<file path="src/design/crl_pkg.sv">
package crl_pkg;

  localparam int SAMPLE_BITS_DEF = 24;
  localparam int MAX_STOPS_DEF   = 8;
  localparam int FRAC_BITS_DEF   = 8;

  localparam int CFG_IDX_BITS  = 3;
  localparam int CFG_DATA_BITS = 48;
  localparam int COUNT_BITS    = 4;
  localparam int PAIR_BITS     = 48;
  localparam int PAIR_COUNT    = 4;
  localparam int COLOR_BITS    = 24;
  localparam int CHAN_BITS     = 8;
  localparam int STOP_SLOTS    = 8;
  localparam int SLOT_BITS     = 3;

  localparam int                   RANGE_MAX_RST  = 1048575;
  localparam logic [COUNT_BITS-1:0] STOP_COUNT_RST = 4'd2;
  localparam logic [PAIR_BITS-1:0]  PAIR0_RST      = 48'hFFFFFF000000;

  typedef enum logic [CFG_IDX_BITS-1:0] {
    REG_RANGE_MIN  = 3'd0,
    REG_RANGE_MAX  = 3'd1,
    REG_STOP_COUNT = 3'd2,
    REG_PAIR_0     = 3'd3,
    REG_PAIR_1     = 3'd4,
    REG_PAIR_2     = 3'd5,
    REG_PAIR_3     = 3'd6
  } cfg_reg_t;

  typedef struct packed {
    logic valid;
    logic clamp;
  } ctrl_t;

endpackage

</file>
<file path="src/design/crl_regs.sv">
module crl_regs
  import crl_pkg::*;
#(
  parameter int SAMPLE_BITS = SAMPLE_BITS_DEF
) (
  input  logic                                  clk,
  input  logic                                  rst,
  input  logic                                  wr_en,
  input  logic [CFG_IDX_BITS-1:0]               wr_index,
  input  logic [CFG_DATA_BITS-1:0]              wr_data,
  output logic signed [SAMPLE_BITS-1:0]         range_min,
  output logic signed [SAMPLE_BITS-1:0]         range_max,
  output logic [COUNT_BITS-1:0]                 stop_count,
  output logic [PAIR_COUNT-1:0][PAIR_BITS-1:0]  stop_pair
);

  always_ff @(posedge clk) begin
    if (rst) begin
      range_min  <= '0;
      range_max  <= SAMPLE_BITS'(RANGE_MAX_RST);
      stop_count <= STOP_COUNT_RST;
      stop_pair  <= {{((PAIR_COUNT-1)*PAIR_BITS){1'b0}}, PAIR0_RST};
    end else if (wr_en) begin
      case (cfg_reg_t'(wr_index))
        REG_RANGE_MIN:  range_min    <= wr_data[SAMPLE_BITS-1:0];
        REG_RANGE_MAX:  range_max    <= wr_data[SAMPLE_BITS-1:0];
        REG_STOP_COUNT: stop_count   <= wr_data[COUNT_BITS-1:0];
        REG_PAIR_0:     stop_pair[0] <= wr_data[PAIR_BITS-1:0];
        REG_PAIR_1:     stop_pair[1] <= wr_data[PAIR_BITS-1:0];
        REG_PAIR_2:     stop_pair[2] <= wr_data[PAIR_BITS-1:0];
        REG_PAIR_3:     stop_pair[3] <= wr_data[PAIR_BITS-1:0];
        default: ;
      endcase
    end
  end

endmodule

</file>
<file path="src/design/crl_front.sv">
module crl_front
  import crl_pkg::*;
#(
  parameter int SAMPLE_BITS = SAMPLE_BITS_DEF,
  parameter int MAX_STOPS   = MAX_STOPS_DEF,
  parameter int FRAC_BITS   = FRAC_BITS_DEF,
  parameter int IDX_BITS    = $clog2(MAX_STOPS),
  parameter int Q_BITS      = IDX_BITS + FRAC_BITS
) (
  input  logic                          clk,
  input  logic                          rst,
  input  logic                          accept,
  input  logic signed [SAMPLE_BITS-1:0] sample,
  input  logic signed [SAMPLE_BITS-1:0] range_min,
  input  logic signed [SAMPLE_BITS-1:0] range_max,
  input  logic [COUNT_BITS-1:0]         stop_count,
  output ctrl_t                         out_ctrl,
  output logic [IDX_BITS-1:0]           out_cidx,
  output logic [SAMPLE_BITS-1:0]        out_span,
  output logic [SAMPLE_BITS-1:0]        out_rem,
  output logic [Q_BITS-1:0]             out_low
);

  localparam int M_BITS = SAMPLE_BITS + IDX_BITS;

  logic [COUNT_BITS-1:0]  n_eff;
  logic [IDX_BITS-1:0]    nm1;
  logic                   low_clamp;
  logic                   high_clamp;

  ctrl_t                  a_ctrl;
  logic [IDX_BITS-1:0]    a_cidx;
  logic [IDX_BITS-1:0]    a_nm1;
  logic [SAMPLE_BITS-1:0] a_d;
  logic [SAMPLE_BITS-1:0] a_span;

  ctrl_t                  b_ctrl;
  logic [IDX_BITS-1:0]    b_cidx;
  logic [SAMPLE_BITS-1:0] b_span;
  logic [M_BITS-1:0]      b_m;

  always_comb begin
    if (stop_count == '0) begin
      n_eff = COUNT_BITS'(1);
    end else if (stop_count > COUNT_BITS'(MAX_STOPS)) begin
      n_eff = COUNT_BITS'(MAX_STOPS);
    end else begin
      n_eff = stop_count;
    end
    nm1        = IDX_BITS'(n_eff - COUNT_BITS'(1));
    low_clamp  = (n_eff == COUNT_BITS'(1)) || (sample <= range_min);
    high_clamp = sample >= range_max;
  end

  // stage A: range tests, offset and span
  always_ff @(posedge clk) begin
    if (rst) begin
      a_ctrl <= '0;
    end else begin
      a_ctrl.valid <= accept;
      a_ctrl.clamp <= low_clamp || high_clamp;
    end
    a_cidx <= low_clamp ? '0 : nm1;
    a_nm1  <= nm1;
    a_d    <= SAMPLE_BITS'(sample - range_min);
    a_span <= SAMPLE_BITS'(range_max - range_min);
  end

  // stage B: offset times (n-1); the fraction bits are appended as zeros
  always_ff @(posedge clk) begin
    if (rst) begin
      b_ctrl <= '0;
    end else begin
      b_ctrl <= a_ctrl;
    end
    b_cidx <= a_cidx;
    b_span <= a_span;
    b_m    <= M_BITS'(a_d) * M_BITS'(a_nm1);
  end

  assign out_ctrl = b_ctrl;
  assign out_cidx = b_cidx;
  assign out_span = b_span;
  assign out_rem  = b_m[M_BITS-1:IDX_BITS];
  assign out_low  = {b_m[IDX_BITS-1:0], {FRAC_BITS{1'b0}}};

endmodule

</file>
<file path="src/design/crl_div_cell.sv">
module crl_div_cell
  import crl_pkg::*;
#(
  parameter int SAMPLE_BITS = SAMPLE_BITS_DEF,
  parameter int IDX_BITS    = $clog2(MAX_STOPS_DEF),
  parameter int Q_BITS      = IDX_BITS + FRAC_BITS_DEF
) (
  input  logic                   clk,
  input  logic                   rst,
  input  ctrl_t                  in_ctrl,
  input  logic [IDX_BITS-1:0]    in_cidx,
  input  logic [SAMPLE_BITS-1:0] in_span,
  input  logic [SAMPLE_BITS-1:0] in_rem,
  input  logic [Q_BITS-1:0]      in_low,
  input  logic [Q_BITS-1:0]      in_q,
  output ctrl_t                  out_ctrl,
  output logic [IDX_BITS-1:0]    out_cidx,
  output logic [SAMPLE_BITS-1:0] out_span,
  output logic [SAMPLE_BITS-1:0] out_rem,
  output logic [Q_BITS-1:0]      out_low,
  output logic [Q_BITS-1:0]      out_q
);

  logic [SAMPLE_BITS:0] trial;
  logic [SAMPLE_BITS:0] diff;
  logic                 take;

  // one restoring step: shift in the next dividend bit, subtract if it fits
  always_comb begin
    trial = {in_rem, in_low[Q_BITS-1]};
    diff  = trial - {1'b0, in_span};
    take  = trial >= {1'b0, in_span};
  end

  always_ff @(posedge clk) begin
    if (rst) begin
      out_ctrl <= '0;
    end else begin
      out_ctrl <= in_ctrl;
    end
    out_cidx <= in_cidx;
    out_span <= in_span;
    out_rem  <= take ? diff[SAMPLE_BITS-1:0] : trial[SAMPLE_BITS-1:0];
    out_low  <= {in_low[Q_BITS-2:0], 1'b0};
    out_q    <= {in_q[Q_BITS-2:0], take};
  end

endmodule

</file>
<file path="src/design/crl_blend.sv">
module crl_blend
  import crl_pkg::*;
#(
  parameter int FRAC_BITS = FRAC_BITS_DEF,
  parameter int IDX_BITS  = $clog2(MAX_STOPS_DEF),
  parameter int Q_BITS    = IDX_BITS + FRAC_BITS
) (
  input  logic                                 clk,
  input  logic                                 rst,
  input  ctrl_t                                in_ctrl,
  input  logic [IDX_BITS-1:0]                  in_cidx,
  input  logic [Q_BITS-1:0]                    in_q,
  input  logic [PAIR_COUNT-1:0][PAIR_BITS-1:0] stop_pair,
  output logic                                 done,
  output logic [CHAN_BITS-1:0]                 red,
  output logic [CHAN_BITS-1:0]                 green,
  output logic [CHAN_BITS-1:0]                 blue,
  output logic                                 clamped
);

  localparam int ACC_BITS = FRAC_BITS + CHAN_BITS + 2;

  logic [STOP_SLOTS-1:0][COLOR_BITS-1:0] colors;
  logic [STOP_SLOTS-1:0][COLOR_BITS-1:0] next_colors;
  logic [SLOT_BITS-1:0]                  slot;
  logic [FRAC_BITS-1:0]                  frac;

  ctrl_t                  c_ctrl;
  logic [COLOR_BITS-1:0]  c_lo;
  logic [COLOR_BITS-1:0]  c_hi;
  logic [FRAC_BITS-1:0]   c_frac;

  logic [COLOR_BITS-1:0]  mix;

  for (genvar k = 0; k < STOP_SLOTS; k++) begin : g_slot
    assign colors[k]      = stop_pair[k / 2][(k % 2) * COLOR_BITS +: COLOR_BITS];
    assign next_colors[k] = stop_pair[((k + 1) % STOP_SLOTS) / 2]
                                     [(((k + 1) % STOP_SLOTS) % 2) * COLOR_BITS +: COLOR_BITS];
  end

  // clamped items take the end stop with a zero fraction
  always_comb begin
    if (in_ctrl.clamp) begin
      slot = SLOT_BITS'(in_cidx);
      frac = '0;
    end else begin
      slot = SLOT_BITS'(in_q[Q_BITS-1:FRAC_BITS]);
      frac = in_q[FRAC_BITS-1:0];
    end
  end

  always_ff @(posedge clk) begin
    if (rst) begin
      c_ctrl <= '0;
    end else begin
      c_ctrl <= in_ctrl;
    end
    c_lo   <= colors[slot];
    c_hi   <= next_colors[slot];
    c_frac <= frac;
  end

  // c + f*(d - c) + half, per channel
  always_comb begin
    logic signed [CHAN_BITS:0]   delta;
    logic signed [ACC_BITS-1:0]  acc;
    mix = '0;
    for (int ch = 0; ch < 3; ch++) begin
      delta = $signed({1'b0, c_hi[ch*CHAN_BITS +: CHAN_BITS]})
            - $signed({1'b0, c_lo[ch*CHAN_BITS +: CHAN_BITS]});
      acc   = ($signed(ACC_BITS'({c_lo[ch*CHAN_BITS +: CHAN_BITS], {FRAC_BITS{1'b0}}})))
            + ACC_BITS'(delta * $signed({1'b0, c_frac}))
            + $signed(ACC_BITS'(1) <<< (FRAC_BITS - 1));
      mix[ch*CHAN_BITS +: CHAN_BITS] = acc[FRAC_BITS +: CHAN_BITS];
    end
  end

  always_ff @(posedge clk) begin
    if (rst) begin
      done <= 1'b0;
    end else begin
      done <= c_ctrl.valid;
    end
    red     <= mix[2*CHAN_BITS +: CHAN_BITS];
    green   <= mix[CHAN_BITS +: CHAN_BITS];
    blue    <= mix[0 +: CHAN_BITS];
    clamped <= c_ctrl.clamp;
  end

endmodule

</file>
<file path="src/design/color_ramp_lookup.sv">
// Channel   Handshake             Payload
// input     start (busy = 0)      sample
// result    done strobe           red, green, blue, clamped
// config    cfg_valid/cfg_ready   cfg_index, cfg_data
//
// One item per cycle. The path runs through two front stages, one divider
// cell per quotient bit, then stop select and blend. busy never rises and
// cfg_ready is always high.
// Reset restores the register defaults and drops every item in flight.
// The receiver cannot stall; done is a single-cycle strobe.
module color_ramp_lookup
  import crl_pkg::*;
#(
  parameter int MAX_STOPS   = MAX_STOPS_DEF,
  parameter int FRAC_BITS   = FRAC_BITS_DEF,
  parameter int SAMPLE_BITS = SAMPLE_BITS_DEF
) (
  input  logic                          clk,
  input  logic                          rst,
  input  logic                          start,
  output logic                          busy,
  input  logic signed [SAMPLE_BITS-1:0] sample,
  output logic                          done,
  output logic [CHAN_BITS-1:0]          red,
  output logic [CHAN_BITS-1:0]          green,
  output logic [CHAN_BITS-1:0]          blue,
  output logic                          clamped,
  input  logic                          cfg_valid,
  output logic                          cfg_ready,
  input  logic [CFG_IDX_BITS-1:0]       cfg_index,
  input  logic [CFG_DATA_BITS-1:0]      cfg_data
);

  localparam int IDX_BITS = $clog2(MAX_STOPS);
  localparam int Q_BITS   = IDX_BITS + FRAC_BITS;

  logic signed [SAMPLE_BITS-1:0]        range_min;
  logic signed [SAMPLE_BITS-1:0]        range_max;
  logic [COUNT_BITS-1:0]                stop_count;
  logic [PAIR_COUNT-1:0][PAIR_BITS-1:0] stop_pair;

  ctrl_t                  d_ctrl [Q_BITS+1];
  logic [IDX_BITS-1:0]    d_cidx [Q_BITS+1];
  logic [SAMPLE_BITS-1:0] d_span [Q_BITS+1];
  logic [SAMPLE_BITS-1:0] d_rem  [Q_BITS+1];
  logic [Q_BITS-1:0]      d_low  [Q_BITS+1];
  logic [Q_BITS-1:0]      d_q    [Q_BITS+1];

  assign busy      = 1'b0;
  assign cfg_ready = 1'b1;

  crl_regs #(
    .SAMPLE_BITS(SAMPLE_BITS)
  ) u_regs (
    .clk       (clk),
    .rst       (rst),
    .wr_en     (cfg_valid && cfg_ready),
    .wr_index  (cfg_index),
    .wr_data   (cfg_data),
    .range_min (range_min),
    .range_max (range_max),
    .stop_count(stop_count),
    .stop_pair (stop_pair)
  );

  crl_front #(
    .SAMPLE_BITS(SAMPLE_BITS),
    .MAX_STOPS  (MAX_STOPS),
    .FRAC_BITS  (FRAC_BITS),
    .IDX_BITS   (IDX_BITS),
    .Q_BITS     (Q_BITS)
  ) u_front (
    .clk       (clk),
    .rst       (rst),
    .accept    (start && !busy),
    .sample    (sample),
    .range_min (range_min),
    .range_max (range_max),
    .stop_count(stop_count),
    .out_ctrl  (d_ctrl[0]),
    .out_cidx  (d_cidx[0]),
    .out_span  (d_span[0]),
    .out_rem   (d_rem[0]),
    .out_low   (d_low[0])
  );

  assign d_q[0] = '0;

  for (genvar i = 0; i < Q_BITS; i++) begin : g_cell
    crl_div_cell #(
      .SAMPLE_BITS(SAMPLE_BITS),
      .IDX_BITS   (IDX_BITS),
      .Q_BITS     (Q_BITS)
    ) u_cell (
      .clk     (clk),
      .rst     (rst),
      .in_ctrl (d_ctrl[i]),
      .in_cidx (d_cidx[i]),
      .in_span (d_span[i]),
      .in_rem  (d_rem[i]),
      .in_low  (d_low[i]),
      .in_q    (d_q[i]),
      .out_ctrl(d_ctrl[i+1]),
      .out_cidx(d_cidx[i+1]),
      .out_span(d_span[i+1]),
      .out_rem (d_rem[i+1]),
      .out_low (d_low[i+1]),
      .out_q   (d_q[i+1])
    );
  end

  crl_blend #(
    .FRAC_BITS(FRAC_BITS),
    .IDX_BITS (IDX_BITS),
    .Q_BITS   (Q_BITS)
  ) u_blend (
    .clk      (clk),
    .rst      (rst),
    .in_ctrl  (d_ctrl[Q_BITS]),
    .in_cidx  (d_cidx[Q_BITS]),
    .in_q     (d_q[Q_BITS]),
    .stop_pair(stop_pair),
    .done     (done),
    .red      (red),
    .green    (green),
    .blue     (blue),
    .clamped  (clamped)
  );

endmodule

</file>
<file path="config.mk">
export PLATFORM = sky130hd
export DESIGN_NAME = color_ramp_lookup
export DESIGN_NICKNAME = d
export VERILOG_FILES = /design/src/design/crl_pkg.sv /design/src/design/crl_regs.sv /design/src/design/crl_front.sv /design/src/design/crl_div_cell.sv /design/src/design/crl_blend.sv /design/src/design/color_ramp_lookup.sv
export SDC_FILE = /design/constraint.sdc
export NUM_CORES = 2
export LEC_CHECK = 0
export BUFFER_PORTS_ARGS = -buffer_cell sky130_fd_sc_hd__buf_2
export CORE_ASPECT_RATIO = 1.5
export CORE_UTILIZATION = 40
export DETAILED_ROUTE_END_ITERATION = 6
export GPL_TIMING_DRIVEN = 0
export SKIP_LAST_GASP = 1
export SYNTH_ARGS = -nofsm -noshare
export SYNTH_HDL_FRONTEND = slang
export SYNTH_SLANG_ARGS = --single-unit
</file>
<file path="constraint.sdc">
create_clock -name clk -period 17.8 [get_ports clk]
set_clock_uncertainty 0.15 [all_clocks]
set_input_delay 0.89 -clock clk [delete_from_list [all_inputs] [get_ports clk]]
set_output_delay 0.89 -clock clk [all_outputs]
set_load 0.005 [all_outputs]
</file>
==> out/results.ini <==
[sta]
rsz0062_at_grt = no
slew_headroom_pct = 13.5
tns_ns = 0
hold_viol = 0
worst_pin_slew_ns = 1.26
fin_crit_ns = 7.27
period_share_pct = 40.8
hold_slack_ns = 0.142
setup_viol = 0
max_freq_mhz = 138
layout_setup_ws_ns = 10.53
drv_slew = 0

[hold_path]
holdPathEnd = g_cell[10].u_cell.out_q[2]
hp-class = flop to flop
min_path_cells = 0
min_from = g_cell[9].u_cell.out_q[1]

[logic_synthesis]
ys.flop_type = dfxtp_1
ys_seq_area_share_pct = 37.4
async_flop_share_pct = 0
ys_ff_latch = 1044
synth.net_count = 7252
yosysUniqueCellTypes = 76
yosys_warnings = 0
syn_inst = 6476
avgSynthCellArea_um2 = 8.63
synth_edf_count = 0
syn_area_mm2 = 0.0559

[global_route]
gr-total-overflow = 0
grt_pass1_vias = 44200
grt_pass1_wl_mm = 231
antenna_found_initial = 7
grt_max_degree = 16
grt_util_all_layers_pct = 20.7

[placement]
hpwl_mm = 118
portBuffers = 103
place_congestion = 0.935
dp_slack_ns = 10.48

[setup_path]
critPathSlowestCell = a31oi_1
reg2reg_to = u_blend.green[7]
cp_cell_sequence = inv_1 > ha_1 > nor2b_1 > o21ai_0 > nand2b_1 > a21o_1 > a21o_1 > a31oi_1 > nand2_1 > fa_1 > inv_1 > fa_1 > fa_1 > fa_1 > inv_1 > fa_1 > inv_1 > ha_1 > and2_1 > nor4_1 > o41ai_1 > a21o_1 > a21oi_1 > xnor2_1
worst-r2r-setup-slack_ns = 10.53
crit_fanout = 8
slowest_delay_ns = 0.63
r2r_cells = 24
critPathKind = flop to flop
end_kind = flop
worstReg2RegStart = u_blend.c_lo[10]
startpoint_type = flop
worst_ep_arrival_time_ns = 7.70
crit_top_cell = fa_1
worstPathRequired_ns = 18.23

[finish]
num-fill-cells = 13700
final_common_cell = nand2_1
most-common-layout-cells = nand2_1, dfxtp_1, inv_1, a21oi_1, ha_1
layout-drive-gt1-share_pct = 5.69
nNetsFinal = 7460
area_delta_synth_final_pct = 11.5

[clock_tree]
postCtsHoldBufs = 0
cts_setup_buffers = 0
clkTransAtPathRegs_ns = 0.06
ctsResizeCount = 0
cts-root-buf = clkbuf_16
cts.sinks = 1044
numCtsBuffers = 102
clkLatencyLatePin_ns = 0.73
clk_path_buf_depth = 3
htree_num_levels = 3
cts_tree = built

[die]
die_h_um = 460
fp.dieW_um = 307
core_mm2 = 0.138
io_pins = 107
start_util_pct = 40.4
num_rows = 167
dieArea_mm2 = 0.141

[drt]
drtIter0Drc = 2361
drcViolationCount = 0
vias = 43900
drt-total-wl_mm = 147
viasPerCell = 5.08
wl_per_cell_um = 17.0
dr.pass1.iters = 5
ant_nets = 0

[outcome]
status = finished clean

[flow_run]
cap_violations = 0

-- cell type report --
class / instances / area [µm²] / area share, %
multi-input cells: 4506 / 31500 / 50.5
flip-flops and latches: 1044 / 20900 / 33.6
clock buffers: 147 / 2990 / 4.81
inverters: 718 / 2700 / 4.33
well taps: 1859 / 2330 / 3.74
plain buffers: 208 / 796 / 1.28
clock inverters: 43 / 566 / 0.908
repair buffers: 104 / 519 / 0.834
diodes: 2 / 5.00 / 0.00804
-- flip-flops by register name, summed over array words and instances (netlist names), 27 cells and up --
name / cells
g_cell.u_cell.out_rem: 240
g_cell.u_cell.out_span: 240
u_regs.stop_pair: 192
g_cell.u_cell.out_q: 66
g_cell.u_cell.out_cidx: 33
u_front.b_m: 27
-- worst max-delay path, delay by kind of cell (launching register included) --
family / cells / cell delay (ns)
adder cells (fa/ha/maj): 7 / 3.22
AO/OA/AOI/OAI: 7 / 2.04
AND/OR/NAND/NOR: 5 / 0.84
XOR/XNOR: 1 / 0.35
flip-flops: 1 / 0.31
buffers and inverters: 4 / 0.24
-- cells by family (layout without fill, tap and decap cells) --
family / after synthesis / in the layout / synth area share (%)
fa+ha+maj: 697 / 697 / 18.5
flops: 1044 / 1044 / 37.4
simple gates: 2065 / 2065 / 16.5
compound gates: 1337 / 1337 / 14.6
mux: 83 / 83 / 1.63
other cells: 2 / 4 / 0.0134
buf+inv: 926 / 1220 / 6.25
xor+xnor: 322 / 322 / 5.05
-- worst max path at each step --
stage                                start          endpoint  slack, ns  depth (start not counted)
after floorplan           u_blend.c_lo[10]  u_blend.green[7]      11.55                         24
after global placement    u_blend.c_lo[10]  u_blend.green[7]      10.52                         24
after detailed placement  u_blend.c_lo[10]  u_blend.green[7]      10.48                         24
after CTS                 u_blend.c_lo[10]  u_blend.green[7]      10.49                         24
after global routing      u_blend.c_lo[10]  u_blend.green[7]      10.00                         24
final                     u_blend.c_lo[10]  u_blend.green[7]      10.53                         24
-- metal layers --
layer  track usage (%)  up-vias  wire [µm]
met5                 0        -         13
met3              2.65      357       6110
li1                  -    21900          -
met1              21.9    20700      56000
met4              12.5        2       9150
met2              38.7      993      75800
-- cell usage after synthesis (28+ instances only) --
library cell,instances,share of area [%]
nand2_1,1160,7.8
dfxtp_1,1044,37
inv_1,717,4.8
a21oi_1,546,4.9
ha_1,480,11
nor2_1,276,1.9
o21ai_0,272,2.4
fa_1,217,7.8
xnor2_1,208,3.3
clkbuf_1,173,1.2
a21o_1,138,1.9
nand3_1,125,1.1
nor2b_1,117,1.3
xor2_1,114,1.8
and2_1,104,1.2
mux2_2,65,1.3
nand2b_1,59,0.66
nor3_1,54,0.48
o211ai_1,54,0.73
o21a_1,42,0.56
nand4_1,39,0.44
o21bai_1,39,0.52
and3_1,37,0.41
a211o_1,32,0.50
a31oi_1,31,0.35
nand3b_1,29,0.39
a211oi_1,28,0.38
-- metrics by stage --
stage / area, µm² / util, % / cells
finish: 62300 / 45.0 / 8631
global route: 62300 / 45.0 / 8630
CTS: 62300 / 45.0 / 8629
detailed placement: 58700 / 42.4 / 8439
global placement: 58700 / 42.4 / 8438
floorplan: 55900 / - / 6476
Power is not shown: default switching activity piles up to over one toggle a cycle in this logic, so the estimate is an artifact.
